## src/rtl/core/tfpd_pkg.sv

```systemverilog
// ----------------------------------------------------------------------------
// tfpd_pkg
// shared constants, register indexes and helper functions of the tilt drive
// ----------------------------------------------------------------------------
package tfpd_pkg;

   localparam int TABLE_LEN = 24;

   // register indexes on the csr port
   localparam logic [3:0] REG_GAIN_P       = 4'd0;
   localparam logic [3:0] REG_GAIN_I       = 4'd1;
   localparam logic [3:0] REG_GAIN_D       = 4'd2;
   localparam logic [3:0] REG_DRIVE_LIMIT  = 4'd3;
   localparam logic [3:0] REG_BLEND_WEIGHT = 4'd4;
   localparam logic [3:0] REG_MAG_LOW      = 4'd5;
   localparam logic [3:0] REG_MAG_HIGH     = 4'd6;

   // drive direction codes
   localparam logic [1:0] DIR_HOLD     = 2'd0;
   localparam logic [1:0] DIR_FORWARD  = 2'd1;
   localparam logic [1:0] DIR_BACKWARD = 2'd2;

   localparam logic signed [47:0] ANGLE_LIMIT = 48'sd11796480;
   localparam logic signed [27:0] QUARTER_TURN = 28'sd5898240;
   localparam logic [41:0] PERIOD_NUM = 42'd3932160000;

   // ceil(2^36/205) and ceil(2^36/25), quotient taken from product bits 62:36
   localparam logic [31:0] GYRO_RECIP  = 32'd335216960;
   localparam logic [31:0] INTEG_RECIP = 32'd2748779070;

   typedef struct packed {
      logic       start;
      logic [41:0] num;
      logic [23:0] den;
   } div_req_type;

   typedef struct packed {
      logic       done;
      logic [41:0] quo;
      logic       rem_nz;
   } div_rsp_type;

   function automatic logic [21:0] atan_entry(input logic [4:0] i);
      logic [21:0] r;
      case (i)
         5'd0:  r = 22'd2949120;
         5'd1:  r = 22'd1740967;
         5'd2:  r = 22'd919879;
         5'd3:  r = 22'd466945;
         5'd4:  r = 22'd234379;
         5'd5:  r = 22'd117265;
         5'd6:  r = 22'd58666;
         5'd7:  r = 22'd29335;
         5'd8:  r = 22'd14668;
         5'd9:  r = 22'd7334;
         5'd10: r = 22'd3667;
         5'd11: r = 22'd1833;
         5'd12: r = 22'd917;
         5'd13: r = 22'd458;
         5'd14: r = 22'd229;
         5'd15: r = 22'd115;
         5'd16: r = 22'd57;
         5'd17: r = 22'd29;
         5'd18: r = 22'd14;
         5'd19: r = 22'd7;
         5'd20: r = 22'd4;
         5'd21: r = 22'd2;
         5'd22: r = 22'd1;
         default: r = 22'd0;
      endcase
      return r;
   endfunction

   function automatic logic signed [47:0] clamp_s(input logic signed [47:0] v,
                                                 input logic signed [47:0] lim);
      logic signed [47:0] r;
      if (v > lim) r = lim;
      else if (v < -lim) r = -lim;
      else r = v;
      return r;
   endfunction

endpackage

```

## src/rtl/core/tfpd_divider.sv

```systemverilog
// ----------------------------------------------------------------------------
// tfpd_divider
// restoring serial divider, one quotient bit per cycle
// ----------------------------------------------------------------------------
module tfpd_divider
   import tfpd_pkg::*;
(
   input  logic        clock,
   input  logic        reset,
   input  div_req_type req,
   output div_rsp_type rsp
);

   localparam int NUM_W = 42;

   logic [NUM_W-1:0] n_ff, n_in;
   logic [23:0]      r_ff, r_in;
   logic [23:0]      den_ff, den_in;
   logic [5:0]       cnt_ff, cnt_in;
   logic             busy_ff, busy_in;
   logic             done_ff, done_in;
   logic [24:0]      sh;
   logic             fit;

   assign sh  = {r_ff, n_ff[NUM_W-1]};
   assign fit = sh >= {1'b0, den_ff};

   always_comb begin
      n_in    = n_ff;
      r_in    = r_ff;
      den_in  = den_ff;
      cnt_in  = cnt_ff;
      busy_in = busy_ff;
      done_in = 1'b0;
      if (req.start) begin
         n_in    = req.num;
         r_in    = '0;
         den_in  = req.den;
         cnt_in  = '0;
         busy_in = 1'b1;
      end else if (busy_ff) begin
         n_in   = {n_ff[NUM_W-2:0], fit};
         r_in   = fit ? 24'(sh - {1'b0, den_ff}) : sh[23:0];
         cnt_in = cnt_ff + 6'd1;
         if (cnt_ff == 6'(NUM_W - 1)) begin
            busy_in = 1'b0;
            done_in = 1'b1;
         end
      end
   end

   always_ff @(posedge clock) begin
      n_ff   <= n_in;
      r_ff   <= r_in;
      den_ff <= den_in;
      cnt_ff <= cnt_in;
      if (reset) begin
         busy_ff <= 1'b0;
         done_ff <= 1'b0;
      end else begin
         busy_ff <= busy_in;
         done_ff <= done_in;
      end
   end

   assign rsp.done   = done_ff;
   assign rsp.quo    = n_ff;
   assign rsp.rem_nz = r_ff != '0;

endmodule

```

## config.mk

```make
export PLATFORM = sky130hd
export DESIGN_NAME = tfpd_divider
export DESIGN_NICKNAME = d
export VERILOG_FILES = /design/src/rtl/core/tfpd_pkg.sv /design/src/rtl/core/tfpd_divider.sv
export SDC_FILE = /design/constraint.sdc
export NUM_CORES = 1
export LEC_CHECK = 0
export ABC_AREA = 0
export BUFFER_PORTS_ARGS = -buffer_cell sky130_fd_sc_hd__buf_4
export CAP_MARGIN = 0
export CORE_UTILIZATION = 55
export DETAILED_ROUTE_END_ITERATION = 10
export PLACE_DENSITY = 0.8
export SLEW_MARGIN = 30
export SYNTH_ARGS = -nofsm -noshare
export SYNTH_HDL_FRONTEND = slang
export SYNTH_SLANG_ARGS = --single-unit
```

## constraint.sdc

```tcl
create_clock -name clock -period 4.1 [get_ports clock]
set_clock_uncertainty 0.05 [all_clocks]
set_input_delay 0.205 -clock clock [delete_from_list [all_inputs] [get_ports clock]]
set_output_delay 0.205 -clock clock [all_outputs]
set_load 0.02 [all_outputs]
```

# Word level (Yosys, flattened, before mapping)
# Index checks and enable logic that the tools add are counted.
classes:
  add_sub_neg: 2
  mul: 0
  div_mod_pow: 0
  magnitude_cmp: 1
  eq_ne: 1
  shift: 0
  muxes: 7
  bitwise: 1
  n_reduce_logical: 3
op_table:
  columns: ["op", "count"]
  rows:
  - ["two-way mux 42 bit", 2]
  - ["greater-or-equal comparator 25 x 24 -> 1 bit", 1]
  - ["two-way mux 24 bit", 1]
  - ["nonzero test 24 bit", 1]
  - ["subtractor 24 bit", 1]
  - ["adder 6 x 1 -> 6 bit, second input constant", 1]
  - ["== test 6 bit, second input constant", 1]
  - ["two-way mux 1 bit", 4]
  - ["OR reduction 3 bit", 1]
  - ["nonzero test 2 bit", 1]
  - ["NOT 1 bit", 1]
word_totals:
  regBits: 98
  latch_bits: 0
  ramBits: 0
  mem_bits_ro: 0
  input_bits: 69
  out_inout_bits: 44
  elab_cells: 21
  n_memories: 0

# Longest topological paths before layout
# Gate-level depths: netlist (run 1).
depth:
  depth_word: 4
  mapped_depth: 13
  ltp_nobuf: 11

# Worst setup path before layout (run 1)
# OpenSTA, ideal clock, no wires.
synth_path:
  path_kind: "register -> register"
  from: "register n_ff[41]"
  to: "register r_ff[19]"
  setup_time_ns: 0.079
  t_arrival_ns: 2.496
  required_ns: 3.971
  setup_slack_ns: 1.474
  stages_incl_launch_ff: 12
  n_path_buf: 1
  period_less_slack_ns: 2.626
  path_cell_list: "edfxtp_1 inv_1 ha_1 nor2b_1 o31a_1 o31a_2 o211ai_2 o211a_4 a21o_1 buf_6 or4_4 a211oi_2"
synth_via:
  elab_chain_cells: 2
  word_cells_on_any_way: 3
  classes_between: "1 x add/sub; 1 x order compare; 1 x mux"
synth_rtl:
  columns: ["item", "line_no", "rtl"]
  rows:
  - ["start: declaration", "tfpd_divider.sv:16", "logic [NUM_W-1:0] n_ff, n_in;"]
  - ["start signal: assignment", "tfpd_divider.sv:53", "n_ff <= n_in;"]
  - ["subtractor 24 bit / greater-or-equal comparator 25 x 24 -> 1 bit (equally long branches)", "tfpd_divider.sv:43, tfpd_divider.sv:26", null]
  - ["two-way mux 24 bit (*)", "tfpd_divider.sv:43", "r_in = fit ? 24'(sh - {1'b0, den_ff}) : sh[23:0];"]
  - ["end signal: assignment", "tfpd_divider.sv:54", "r_ff <= r_in;"]
  - ["end: declaration", "tfpd_divider.sv:17", "logic [23:0] r_ff, r_in;"]
# Every way passes the cells marked *; elsewhere a longest branch is shown, timed or not.
# A chain may end at the register's enable or synchronous reset.

# Worst setup path in the final report (run 1)
layout_path:
  from: "register den_ff[1]"
  to: "register r_ff[7]"
layout_via:
  elab_chain_cells: 2
  word_cells_on_any_way: 3
  classes_between: "1 x add/sub; 1 x order compare; 1 x mux"
layout_rtl:
  columns: ["item", "line_no", "rtl"]
  rows:
  - ["start: declaration", "tfpd_divider.sv:18", "logic [23:0] den_ff, den_in;"]
  - ["start signal: assignment", "tfpd_divider.sv:55", "den_ff <= den_in;"]
  - ["subtractor 24 bit / greater-or-equal comparator 25 x 24 -> 1 bit (equally long branches)", "tfpd_divider.sv:43, tfpd_divider.sv:26", null]
  - ["two-way mux 24 bit (*)", "tfpd_divider.sv:43", null]
# Marks and branches as above.

==> out/results.md, run 1 <==
| Quantity | Value | Unit |
| --- | --- | --- |
| Status | completed | - |
| Layout cell share with drive strength beyond 1 | 30.0 | % |
| Transition time at the pin with the least slew margin | 0.638 | ns |
| Dominant combinational cell family by area after synthesis | compound AO/OA/AOI/OAI gates | - |
| Nature of the critical path endpoint | flip-flop | - |
| CP max FO | 19 | - |
| Sequential fraction of the synthesis area | 49.9 | % |
| Area share of xor/xnor cells in the synthesized design | 3.16 | % |
| Num CTS Buffers | 9 | - |
| Number of inserted diodes | 0 | - |
| Most common cell in the netlist | sky130_fd_sc_hd__edfxtp_1 | - |
| Clk pwr share | 27.7 | % |
| Die boundary height | 99.8 | um |
| End point of the most critical hold path | n_ff[0] | - |
| Clock tree from TritonCTS | yes | - |
| Cell area after technology mapping | 5260 | um^2 |
| Worst reg2reg endpoint | r_ff[7] | - |
| GRT Overall Usage | 26.2 | % |
| Post-synth net total | 577 | - |
| Async SR Flop Fraction | 0 | % |
| Post-route antenna net violation count | 0 | - |
| P_int | 1.78 | mW |
| Top-level I/O count | 113 | - |
| Power Total | 2.52 | mW |
| Number of flip-flops and latches in the synthesized netlist | 98 | - |
| Sequential share of power | 48.1 | % |
| Critical path arrival | 3.21 | ns |
| Via count of the first global-routing pass | 4272 | - |
| Clock-pin transition on the worst setup and hold timing paths | 0.10 | ns |
| TritonRoute pass-1 iters | 5 | - |
| Relative slew slack | 57.2 | % |
| Startpoint of the worst register-to-register path | den_ff[1] | - |
| Root buffer cell | sky130_fd_sc_hd__clkbuf_8 | - |
| Worst-Skew Late Latency | 0.38 | ns |
| Final period utilization | 73.0 | % |
| Flip-flop and latch area | 2620 | um^2 |
| Cell type contributing the most total cell area after synthesis | sky130_fd_sc_hd__edfxtp_1 | - |
| Final #Nets | 705 | - |
| Max-capacitance violation count | 0 | - |
| Required time of the worst setup path | 4.32 | ns |
| Via count | 4225 | - |
| Min-Delay Path Class | in -> reg | - |
| Pleak | 2.75 | nW |
| Layout Cell Area excl Fill | 6670 | um^2 |
| WL per Instance | 16.7 | um |
| Power density relative to cell area | 378 | nW/um^2 |
| Overflow after GRT | 0 | - |
| Commonest register cell after synthesis | sky130_fd_sc_hd__edfxtp_1 | - |
| CP Class | reg -> reg | - |
| Number of cell rows | 35 | - |
| Die width | 99.8 | um |
| Antenna violations before repair | 0 | - |
| Via density | 5.69 | - |
| Post-synth top cells | sky130_fd_sc_hd__edfxtp_1, sky130_fd_sc_hd__mux2_2, sky130_fd_sc_hd__nor2_1 | - |
| Post-CTS Setup Inserts | 0 | - |
| Hold violation total from the final report | 0 | - |
| Fraction of the mapped netlist area in adder cells | 6.57 | % |
| Placed instance count | 702 | - |
| Detailed router's first-iteration violation count | 219 | - |
| Yosys synthesis warning count | 0 | - |
| H-tree lvl count | 3 | - |
| Area contributors post-synth | sky130_fd_sc_hd__edfxtp_1, sky130_fd_sc_hd__dfxtp_1, sky130_fd_sc_hd__mux2_2, sky130_fd_sc_hd__ha_1, sky130_fd_sc_hd__a21oi_1 | - |
| Post-route DRC | 0 | - |
| Core region area | 9240 | um^2 |
| Cell count of the worst hold path | 3 | - |
| Synthesis-to-layout area growth | 26.8 | % |
| Mean instance size in the synthesized netlist | 10.9 | um^2 |
| Fraction of power spent switching nets | 29.3 | % |
| Filler-free cell count of the finished design | 743 | - |
| Peak Freq | 0.334 | GHz |
| Count of flip-flops with a built-in enable after synthesis | 66 | - |
| Simple-gate portion of the synthesized area | 11.0 | % |
| Netlist cell types | 59 | - |
| Wire length of the first global-routing pass | 20.1 | mm |
| Crit path time final | 2.99 | ns |
| Setup slack of the most critical reg-to-reg path | 1.11 | ns |
| RSZ-0062 raised after global routing | no | - |
| Number of buffers inserted by hold repair at cts | 25 | - |
| Final-layout fill cell count | 668 | - |
| Setup-violating endpoint count in the final report | 0 | - |
| Critical Path Source Type | flip-flop | - |
| Share of Yosys cell area claimed by the top area cell type | 37.7 | % |
| Number of sinks on the clock net | 98 | - |
| Share of cell area taken by muxes after synthesis | 10.9 | % |
| Die footprint | 9960 | um^2 |
| Min-delay src | req[24] | - |
| Max VDD drop | 0.283 | mV |
| Pin count of the biggest net entering global routing | 43 | - |
| Global placer's final weighted congestion | 0.911 | - |
| Path depth of the worst reg2reg path | 10 | - |
| Complex-gate fraction of the synthesized area | 14.0 | % |
| Multi-input gate area in the final layout | 2400 | um^2 |
| Port Buf Inserts | 112 | - |
| Final Max Tran Viols | 0 | - |
| Combinational power share | 24.2 | % |
| Number of instances in the synthesized netlist | 481 | - |
| Util after Layout | 72.2 | % |
| Post-cts resize count | 0 | - |
| DP HPWL | 8.96 | mm |
| Placed cell area | 6190 | um^2 |
| Starting density of the core | 56.9 | % |
| Total detailed-routing wirelength | 12.4 | mm |
| Accumulated negative setup slack | 0 | ns |
| Number of buffers on the longest clock path | 2 | - |
| Sw power | 737 | uW |
## per-stage QoR
step                hold WS [ns]  worst slack, ns
global route              0.0415            0.897
global placement           0.330             1.21
detailed placement         0.334             1.17
CTS                       0.0395             1.14
floorplan                  0.227             1.47
finish                    0.0549             1.11
## logic make-up after synthesis
kind of cell               count (synthesis)
DFF                                       98
AOI/OAI and AO/OA                        107
and+or+nand+nor                          120
xor gates and xnor gates                  19
adders and majority gates                 27
buffers and inverters                     58
muxes                                     52
## cell type report
cell class,instances,share of cell area [%]
Multi-Input combinational cell,325,36.0
Timing Repair Buffer,142,16.9
Clock inverter,5,0.995
Clock buffer,11,2.44
Inverter,33,1.86
Tap cell,129,2.42
Sequential cell,98,39.3
## registers in the layout, indices dropped and copies added (netlist names)
register,flops
busy_ff,1
cnt_ff,6
den_ff,24
done_ff,1
n_ff,42
r_ff,24
## placed cells by master (no fill, tap or decap), types with 11 or more instances in the layout
cell type	instances
sky130_fd_sc_hd__a211oi_1	13
sky130_fd_sc_hd__a21oi_1	30
sky130_fd_sc_hd__buf_4	117
sky130_fd_sc_hd__dfxtp_1	32
sky130_fd_sc_hd__dlygate4sd3_1	25
sky130_fd_sc_hd__edfxtp_1	66
sky130_fd_sc_hd__ha_1	26
sky130_fd_sc_hd__inv_1	32
sky130_fd_sc_hd__mux2_2	41
sky130_fd_sc_hd__mux2i_1	11
sky130_fd_sc_hd__nand2_1	33
sky130_fd_sc_hd__nor2_1	39
sky130_fd_sc_hd__o21ai_0	14
## worst max-delay path: stages, from the launching register on
cell and delay, ns:
sky130_fd_sc_hd__edfxtp_1 0.43, sky130_fd_sc_hd__inv_1 0.08, sky130_fd_sc_hd__ha_1 0.23, sky130_fd_sc_hd__nor2b_1 0.14
sky130_fd_sc_hd__o31a_1 0.27, sky130_fd_sc_hd__o31a_2 0.33, sky130_fd_sc_hd__o211ai_2 0.19, sky130_fd_sc_hd__o211a_4 0.21
sky130_fd_sc_hd__a21o_1 0.52, sky130_fd_sc_hd__a21oi_1 0.15, sky130_fd_sc_hd__a221oi_1 0.28
## layer usage
layer	GRT usage, %	part of all wire, %	vias up	wire length (um)
met5	0	0	-	0
li1	-	-	2027	-
met4	10.7	2.8	0	342
met1	30.5	42	2016	5190
met2	46.1	50	148	6150
met3	6.48	5.9	34	734
## how the worst max path moves through the flow
stage	start	end	slack, ns	cells after the start
finish	den_ff[1]	r_ff[7]	1.11	10
global route	n_ff[41]	r_ff[22]	0.90	11
CTS	den_ff[1]	r_ff[7]	1.14	10
detailed placement	den_ff[1]	r_ff[7]	1.17	10
global placement	den_ff[1]	r_ff[8]	1.21	10
floorplan	n_ff[41]	r_ff[19]	1.47	11
## power by group through the flow
stage / sequential (mW) / combinational, mW / clock (mW)
global placement: 1.23 / 0.569 / 0
detailed placement: 1.23 / 0.585 / 0
floorplan: 1.27 / 0.333 / 0
finish: 1.21 / 0.608 / 0.697
CTS: 1.21 / 0.606 / 0.708
global route: 1.22 / 0.659 / 0.745
No activity file was read; power rests on OpenSTA's default activity.
==> run 2, diff against run 1 <==
--- a/config.mk
+++ b/config.mk
@@ -8,9 +8,9 @@
 export ABC_AREA = 0
 export BUFFER_PORTS_ARGS = -buffer_cell sky130_fd_sc_hd__buf_4
 export CAP_MARGIN = 0
-export CORE_UTILIZATION = 55
+export CORE_UTILIZATION = 50
 export DETAILED_ROUTE_END_ITERATION = 10
-export PLACE_DENSITY = 0.8
+export PLACE_DENSITY = 0.77
 export SLEW_MARGIN = 30
 export SYNTH_ARGS = -nofsm -noshare
 export SYNTH_HDL_FRONTEND = slang
==> constraint.sdc (replaced) <==
create_clock -name clock -period 2.5 [get_ports clock]
set_clock_uncertainty 0.05 [all_clocks]
set_input_delay 0.125 -clock clock [delete_from_list [all_inputs] [get_ports clock]]
set_output_delay 0.125 -clock clock [all_outputs]
set_load 0.02 [all_outputs]
==> run 2 against run 1 <==
  * Global-route usage is 2.0 points higher
  * Cell area is 21% higher
  * Critical endpoint is now r_ff[19]
  * The flow now finishes with violations (negative setup slack)
  * Sequential cell count stayed put
==> out/results.md, run 2 (synthesis results as in run 1) <==
| Quantity | Value | Unit | Change |
| --- | --- | --- | --- |
| Registers with the most flip-flops | n_ff: 42 flops, den_ff: 24 flops, r_ff: 24 flops | - |  |
| Die width | 105 | um | +4.8% |
| Number of inserted diodes | 0 | - | unchanged |
| Max-capacitance violation count | 0 | - | unchanged |
| Via count | 4860 | - | +15% |
| Power Total | 4.56 | mW | +81% |
| Min-Delay Path Class | in -> reg | - |  |
| Synthesis-to-layout area growth | 53.8 | % |  |
| Commonest non-fill, non-tap cell in the layout | sky130_fd_sc_hd__buf_4 | - |  |
| Wire length of the first global-routing pass | 23.9 | mm | +19% |
| Detailed router's first-iteration violation count | 312 | - | +42% |
| Port Buf Inserts | 112 | - | unchanged |
| Setup slack after layout | -0.227 | ns | -1.34 ns |
| Antenna violations before repair | 0 | - | unchanged |
| Post-route DRC | 0 | - | unchanged |
| Starting density of the core | 51.2 | % | -5.7 points |
| Critical Path Source Type | flip-flop | - |  |
| Clock-pin transition on the worst setup and hold timing paths | 0.10 | ns | about the same |
| H-tree lvl count | 3 | - | unchanged |
| Power density relative to cell area | 564 | nW/um^2 | +49% |
| DP HPWL | 9.50 | mm | +5.9% |
| Number of flip-flops under the largest register name | 42 | - | unchanged |
| Relative slew slack | 61.9 | % | +4.7 points |
| CP Class | reg -> reg | - |  |
| Required time of the worst setup path | 2.76 | ns | -1.56 ns |
| Die footprint | 10900 | um^2 | +9.8% |
| CP max FO | 7 | - | -12 |
| End point of the most critical hold path | n_ff[11] | - |  |
| Die boundary height | 105 | um | +4.8% |
| Dpl ws | -0.237 | ns | -1.41 ns |
| Core region area | 10300 | um^2 | +11% |
| Final period utilization | 109 | % | +36 points |
| Setup slack of the most critical reg-to-reg path | -0.23 | ns | -1.34 ns |
| RSZ-0062 raised after global routing | yes | - |  |
| Nature of the critical path endpoint | flip-flop | - |  |
| Via count of the first global-routing pass | 4990 | - | +17% |
| Number of cell rows | 37 | - | +5.7% |
| Crit path time final | 2.73 | ns | -0.264 ns |
| Total detailed-routing wirelength | 15.5 | mm | +24% |
| Path depth of the worst reg2reg path | 11 | - | +1 |
| Final Max Tran Viols | 0 | - | unchanged |
| Status | finished, violations left | - |  |
| Pin count of the biggest net entering global routing | 57 | - | +33% |
| Minimum hold slack | 0.00321 | ns | -0.0517 ns |
| Final #Nets | 824 | - | +17% |
| Number of buffers on the longest clock path | 2 | - | unchanged |
| Critical path arrival | 2.99 | ns | -0.22 ns |
| Layout cell share with drive strength beyond 1 | 43.4 | % | +13 points |
| Post-route antenna net violation count | 0 | - | unchanged |
| Cell count of the worst hold path | 2 | - | -1 |
| Min-delay src | req[35] | - |  |
| GRT Overall Usage | 28.2 | % | +2.0 points |
| Clock tree from TritonCTS | yes | - |  |
| Setup-violating endpoint count in the final report | 24 | - | +24 |
| Global placer's final weighted congestion | 0.926 | - | +1.7% |
| Pleak | 3.38 | nW | +23% |
| Largest reg by FF count | n_ff | - |  |
| WL per Instance | 17.8 | um | +6.4% |
| Via density | 5.59 | - | -1.6% |
| Worst-Skew Late Latency | 0.39 | ns | about the same |
| Max VDD drop | 0.415 | mV | +47% |
| Filler-free cell count of the finished design | 869 | - | +17% |
| Startpoint of the worst register-to-register path | den_ff[8] | - |  |
| TritonRoute pass-1 iters | 5 | - | unchanged |
| Violations in the final reports | negative setup slack | - |  |
| Number of sinks on the clock net | 98 | - | unchanged |
| Worst reg2reg endpoint | r_ff[19] | - |  |
| Num CTS Buffers | 9 | - | unchanged |
| Peak Freq | 0.367 | GHz | +9.7% |
| Root buffer cell | sky130_fd_sc_hd__clkbuf_8 | - |  |
| Util after Layout | 78.7 | % | +6.5 points |
| Overflow after GRT | 0 | - | unchanged |
| Transition time at the pin with the least slew margin | 0.569 | ns | -0.0695 ns |
| Top-level I/O count | 113 | - | unchanged |
| Placed instance count | 780 | - | +11% |
| Leading cell types in the layout, fill and taps excluded | sky130_fd_sc_hd__buf_4, sky130_fd_sc_hd__edfxtp_1, sky130_fd_sc_hd__dlygate4sd3_1, sky130_fd_sc_hd__mux2_2, sky130_fd_sc_hd__nor2_1 | - |  |
| Hold violation total from the final report | 0 | - | unchanged |
-- run 2: cell count changes in the layout (fill, tap and decap cells not counted), moves of 6 or more --
cell | before | now
sky130_fd_sc_hd__buf_4 | 117 | 189
sky130_fd_sc_hd__dlygate4sd3_1 | 25 | 61
sky130_fd_sc_hd__ha_1 | 26 | 17
sky130_fd_sc_hd__ha_4 | 0 | 9
sky130_fd_sc_hd__a21oi_1 | 30 | 23
sky130_fd_sc_hd__buf_6 | 0 | 7
sky130_fd_sc_hd__a311oi_1 | 8 | 2
sky130_fd_sc_hd__a311oi_2 | 0 | 6
sky130_fd_sc_hd__nand2_1 | 33 | 27
sky130_fd_sc_hd__o21ai_0 | 14 | 8
-- run 2: layout make-up --
type	count	area [um^2]
Timing Repair Buffer	261	2190
Clock buffer	10	128
Sequential cell	98	2630
Tap cell	136	170
Inverter	33	124
Clock inverter	6	80.1
Fill cell	606	2190
Multi-Input combinational cell	325	2770
-- run 2: worst max-delay path by stage --
stage                    from  endpoint  slack (ns)
floorplan            n_ff[41]  r_ff[19]       -0.13
CTS                 den_ff[1]  r_ff[19]       -0.15
global route        den_ff[7]  r_ff[19]       -0.31
finish              den_ff[8]  r_ff[19]       -0.23
global placement    den_ff[1]  r_ff[19]       -0.18
detailed placement  den_ff[1]  r_ff[19]       -0.24
-- run 2: what timing repair did --
item | 4_1_cts | 5_1_grt
cloned | 1 | 0
hold buffers | 60 | 1
endpoints found under the setup margin | 22 | 25
buffers inserted | 9 | 4
hold endpoints to repair | 61 | 1
pin swaps | 31 | 24
resized for setup | 45 | 36
-- run 2: worst max-delay path, cell delays in order (launching register included) --
cell                       delay [ns]
sky130_fd_sc_hd__edfxtp_1        0.35
sky130_fd_sc_hd__inv_2           0.05
sky130_fd_sc_hd__ha_4            0.27
sky130_fd_sc_hd__nand4_1         0.15
sky130_fd_sc_hd__nor2_1          0.17
sky130_fd_sc_hd__o31a_4          0.21
sky130_fd_sc_hd__o211ai_2        0.09
sky130_fd_sc_hd__o211a_4         0.27
sky130_fd_sc_hd__a21o_1          0.19
sky130_fd_sc_hd__buf_6           0.14
sky130_fd_sc_hd__or4_4           0.53
sky130_fd_sc_hd__a211oi_2        0.19
-- run 2: power breakdown --
group | internal (mW) | switching, mW
Clock | 0.559 | 0.580
Combinational | 0.734 | 0.703
Sequential | 1.89 | 0.0903
-- run 2: metal layers --
| metal | track usage [%] | vias up | part of all wire (%) |
|---|---|---|---|
| met3 | 6.80 | 50 | 7.7 |
| met1 | 32.8 | 2313 | 39 |
| met5 | 0 | - | 0 |
| li1 | - | 2264 | - |
| met4 | 14.8 | 0 | 3.4 |
| met2 | 48.1 | 233 | 50 |
-- run 2: through the flow --
step / TNS (ns) / cell area [um^2]
3_3_place_gp: -0.967 / 6770
5_1_grt: -4.20 / 8090
3_5_place_dp: -1.78 / 6770
4_1_cts: -0.819 / 7870
6_report: -2.05 / 8090
2_1_floorplan: -0.496 / 5270
==> run 3, diff against run 2 <==
--- a/config.mk
+++ b/config.mk
@@ -10,6 +10,7 @@
 export CAP_MARGIN = 0
 export CORE_UTILIZATION = 50
 export DETAILED_ROUTE_END_ITERATION = 10
+export HOLD_SLACK_MARGIN = 0.15
 export PLACE_DENSITY = 0.77
 export SLEW_MARGIN = 30
 export SYNTH_ARGS = -nofsm -noshare
==> run 3 against run 2 <==
  * Highest routed layer unchanged
  * Die area stayed put
  * Clock-buffer cell count stayed put
  * Clock power hardly changed
  * Critical path depth stayed put
  * The run still ends with negative setup slack left
==> out/results.md, run 3 (synthesis results as in run 1) <==
| Quantity | Value | Unit | Change |
| --- | --- | --- | --- |
| RSZ-0062 raised after global routing | yes | - |  |
| TritonRoute pass-1 iters | 5 | - | unchanged |
| Power density relative to cell area | 560 | nW/um^2 | -0.57% |
| Status | finished, violations left | - |  |
| Max stage delay on crit path | 0.53 | ns | about the same |
| Top-level I/O count | 113 | - | unchanged |
| Nature of the critical path endpoint | flip-flop | - |  |
| Hold violation total from the final report | 0 | - | unchanged |
| Final #Nets | 831 | - | +0.85% |
| Violations in the final reports | negative setup slack | - |  |
| Number of buffers on the longest clock path | 2 | - | unchanged |
| Global routing usage on met1 | 33.5 | % | +0.71 points |
| Detailed router's first-iteration violation count | 176 | - | -44% |
| Chain of cells forming the critical path | inv_1 -> ha_4 -> nand4_1 -> nor2_1 -> o31a_4 -> o211ai_2 -> o211a_4 -> a21o_1 -> buf_6 -> or4_4 -> a211oi_2 | - |  |
| Power Total | 4.58 | mW | +0.39% |
| Min-Delay Path Class | in -> reg | - |  |
| WL per Instance | 17.9 | um | +0.46% |
| Largest reg by FF count | n_ff | - |  |
| GRT Overall Usage | 28.8 | % | +0.63 points |
| Core region area | 10300 | um^2 | unchanged |
| Critical path buffer and inverter count | 2 | - | unchanged |
| Wire length of the first global-routing pass | 24.4 | mm | +2.4% |
| Stages on worst setup path | 11 | - | unchanged |
| Clock tree from TritonCTS | yes | - |  |
| Path depth of the worst reg2reg path | 11 | - | unchanged |
| Number of flip-flops under the largest register name | 42 | - | unchanged |
| H-tree lvl count | 3 | - | unchanged |
| Accumulated negative setup slack | -1.58 | ns | +0.463 ns |
| Total detailed-routing wirelength | 15.6 | mm | +1.3% |
| Global placer's final weighted congestion | 0.926 | - | unchanged |
| Cell type group with the largest total delay on the critical path | compound AO/OA/AOI/OAI gates | - |  |
| Die boundary height | 105 | um | unchanged |
| Slowest-stage cell, CP | sky130_fd_sc_hd__or4_4 | - |  |
| Filler-free cell count of the finished design | 876 | - | +0.81% |
| Via count of the first global-routing pass | 5064 | - | +1.5% |
| Placed cell area | 6770 | um^2 | unchanged |
| Setup-violating endpoint count in the final report | 23 | - | -4.2% |
| Clock-pin transition on the worst setup and hold timing paths | 0.10 | ns | about the same |
| Setup slack after layout | -0.193 | ns | +0.0340 ns |
| Via density | 5.51 | - | -1.4% |
| Number of sinks on the clock net | 98 | - | unchanged |
| Overflow after GRT | 0 | - | unchanged |
| Number of inserted diodes | 0 | - | unchanged |
| Setup slack of the most critical reg-to-reg path | -0.19 | ns | +0.03 ns |
| Required time of the worst setup path | 2.76 | ns | about the same |
| Die footprint | 10900 | um^2 | unchanged |
| Pleak | 3.43 | nW | +1.3% |
| Port Buf Inserts | 112 | - | unchanged |
| Layout Cell Area excl Fill | 8160 | um^2 | +0.96% |
| Crit path time final | 2.69 | ns | -0.0340 ns |
| Antenna violations before repair | 0 | - | unchanged |
| Critical Path Sink | r_ff[19] | - |  |
| Pin count of the biggest net entering global routing | 57 | - | unchanged |
| Critical path arrival | 2.96 | ns | -0.03 ns |
| Die width | 105 | um | unchanged |
| Worst reg2reg endpoint | r_ff[19] | - |  |
| Worst setup path startpoint | den_ff[8] | - |  |
| CP Class | reg -> reg | - |  |
| Placed instance count | 780 | - | unchanged |
| Transition time at the pin with the least slew margin | 0.580 | ns | +0.0108 ns |
| Commonest non-fill, non-tap cell in the layout | sky130_fd_sc_hd__buf_4 | - |  |
| Peak Freq | 0.371 | GHz | +1.3% |
| Final Max Tran Viols | 0 | - | unchanged |
| DP HPWL | 9.50 | mm | unchanged |
| Min-delay src | req[13] | - |  |
| Starting density of the core | 51.2 | % | unchanged |
| Layout cell share with drive strength beyond 1 | 42.6 | % | -0.82 points |
| Startpoint of the worst register-to-register path | den_ff[8] | - |  |
| Registers with the most flip-flops | n_ff: 42 flops, den_ff: 24 flops, r_ff: 24 flops | - |  |
| CP max FO | 7 | - | unchanged |
| Max VDD drop | 0.449 | mV | +8.2% |
| Number of cell rows | 37 | - | unchanged |
| Synthesis-to-layout area growth | 55.2 | % |  |
| Worst-Skew Late Latency | 0.39 | ns | about the same |
| Post-route DRC | 0 | - | unchanged |
| Leading cell types in the layout, fill and taps excluded | sky130_fd_sc_hd__buf_4, sky130_fd_sc_hd__dlygate4sd3_1, sky130_fd_sc_hd__edfxtp_1, sky130_fd_sc_hd__mux2_2, sky130_fd_sc_hd__nor2_1 | - |  |
| GRT met3 Usage | 6.36 | % | -0.44 points |
| Relative slew slack | 61.2 | % | -0.72 points |
| Via count | 4830 | - | -0.62% |
| Final period utilization | 108 | % | -1.4 points |
| Most Used Layer, Global Route | met2 | - |  |
| Max-capacitance violation count | 0 | - | unchanged |
| Critical Path Source Type | flip-flop | - |  |
| Post-route antenna net violation count | 0 | - | unchanged |
| Global routing met2 resource utilization | 49.7 | % | +1.6 points |
| Root buffer cell | sky130_fd_sc_hd__clkbuf_8 | - |  |
| Num CTS Buffers | 9 | - | unchanged |
run 3: what timing repair did:
action | CTS | global route
pin swaps | 31 | 25
endpoints found under the setup margin | 22 | 25
gates cloned | 1 | 0
hold buffers | 68 | 0
gates resized for setup | 45 | 36
hold endpoints to repair | 81 | 0
setup buffers | 9 | 4
run 3: routing by layer:
layer | wire [um] | up-vias | part of all wire [%]
met3 | 1170 | 50 | 7.5
li1 | - | 2277 | -
met4 | 535 | 0 | 3.4
met1 | 5960 | 2291 | 38
met5 | 0 | - | 0
met2 | 7980 | 212 | 51
run 3: through the flow:
step / hold WS [ns] / utilization (%) / setup WS [ns]
CTS: 0.396 / 77.4 / -0.147
detailed placement: 0.248 / 65.9 / -0.237
floorplan: 0.147 / - / -0.126
global route: 0.405 / 79.4 / -0.290
global placement: 0.245 / 65.9 / -0.185
finish: 0.405 / 79.4 / -0.193
run 3: cell type report:
type                    count  area (um^2)
clock buffers              10          128
flip-flops and latches     98         2630
well taps                 136          170
repair buffers            268         2260
multi-input cells         325         2770
inverters                  33          124
fillers                   602         2110
clock inverters             6         80.1
run 3: worst min path at each step:
stage	end	slack, ns	depth (start not counted)
6_report	den_ff[13]	0.40	2
5_1_grt	den_ff[19]	0.41	2
4_1_cts	den_ff[9]	0.40	2
3_5_place_dp	busy_ff	0.25	2
3_3_place_gp	busy_ff	0.25	2
2_1_floorplan	busy_ff	0.15	1
run 3: power breakdown:
part | internal (mW) | total (mW) | switching [mW]
Sequential | 1.89 | 1.98 | 0.0915
Clock | 0.559 | 1.14 | 0.580
Combinational | 0.744 | 1.45 | 0.709
Total | 3.19 | 4.58 | 1.38
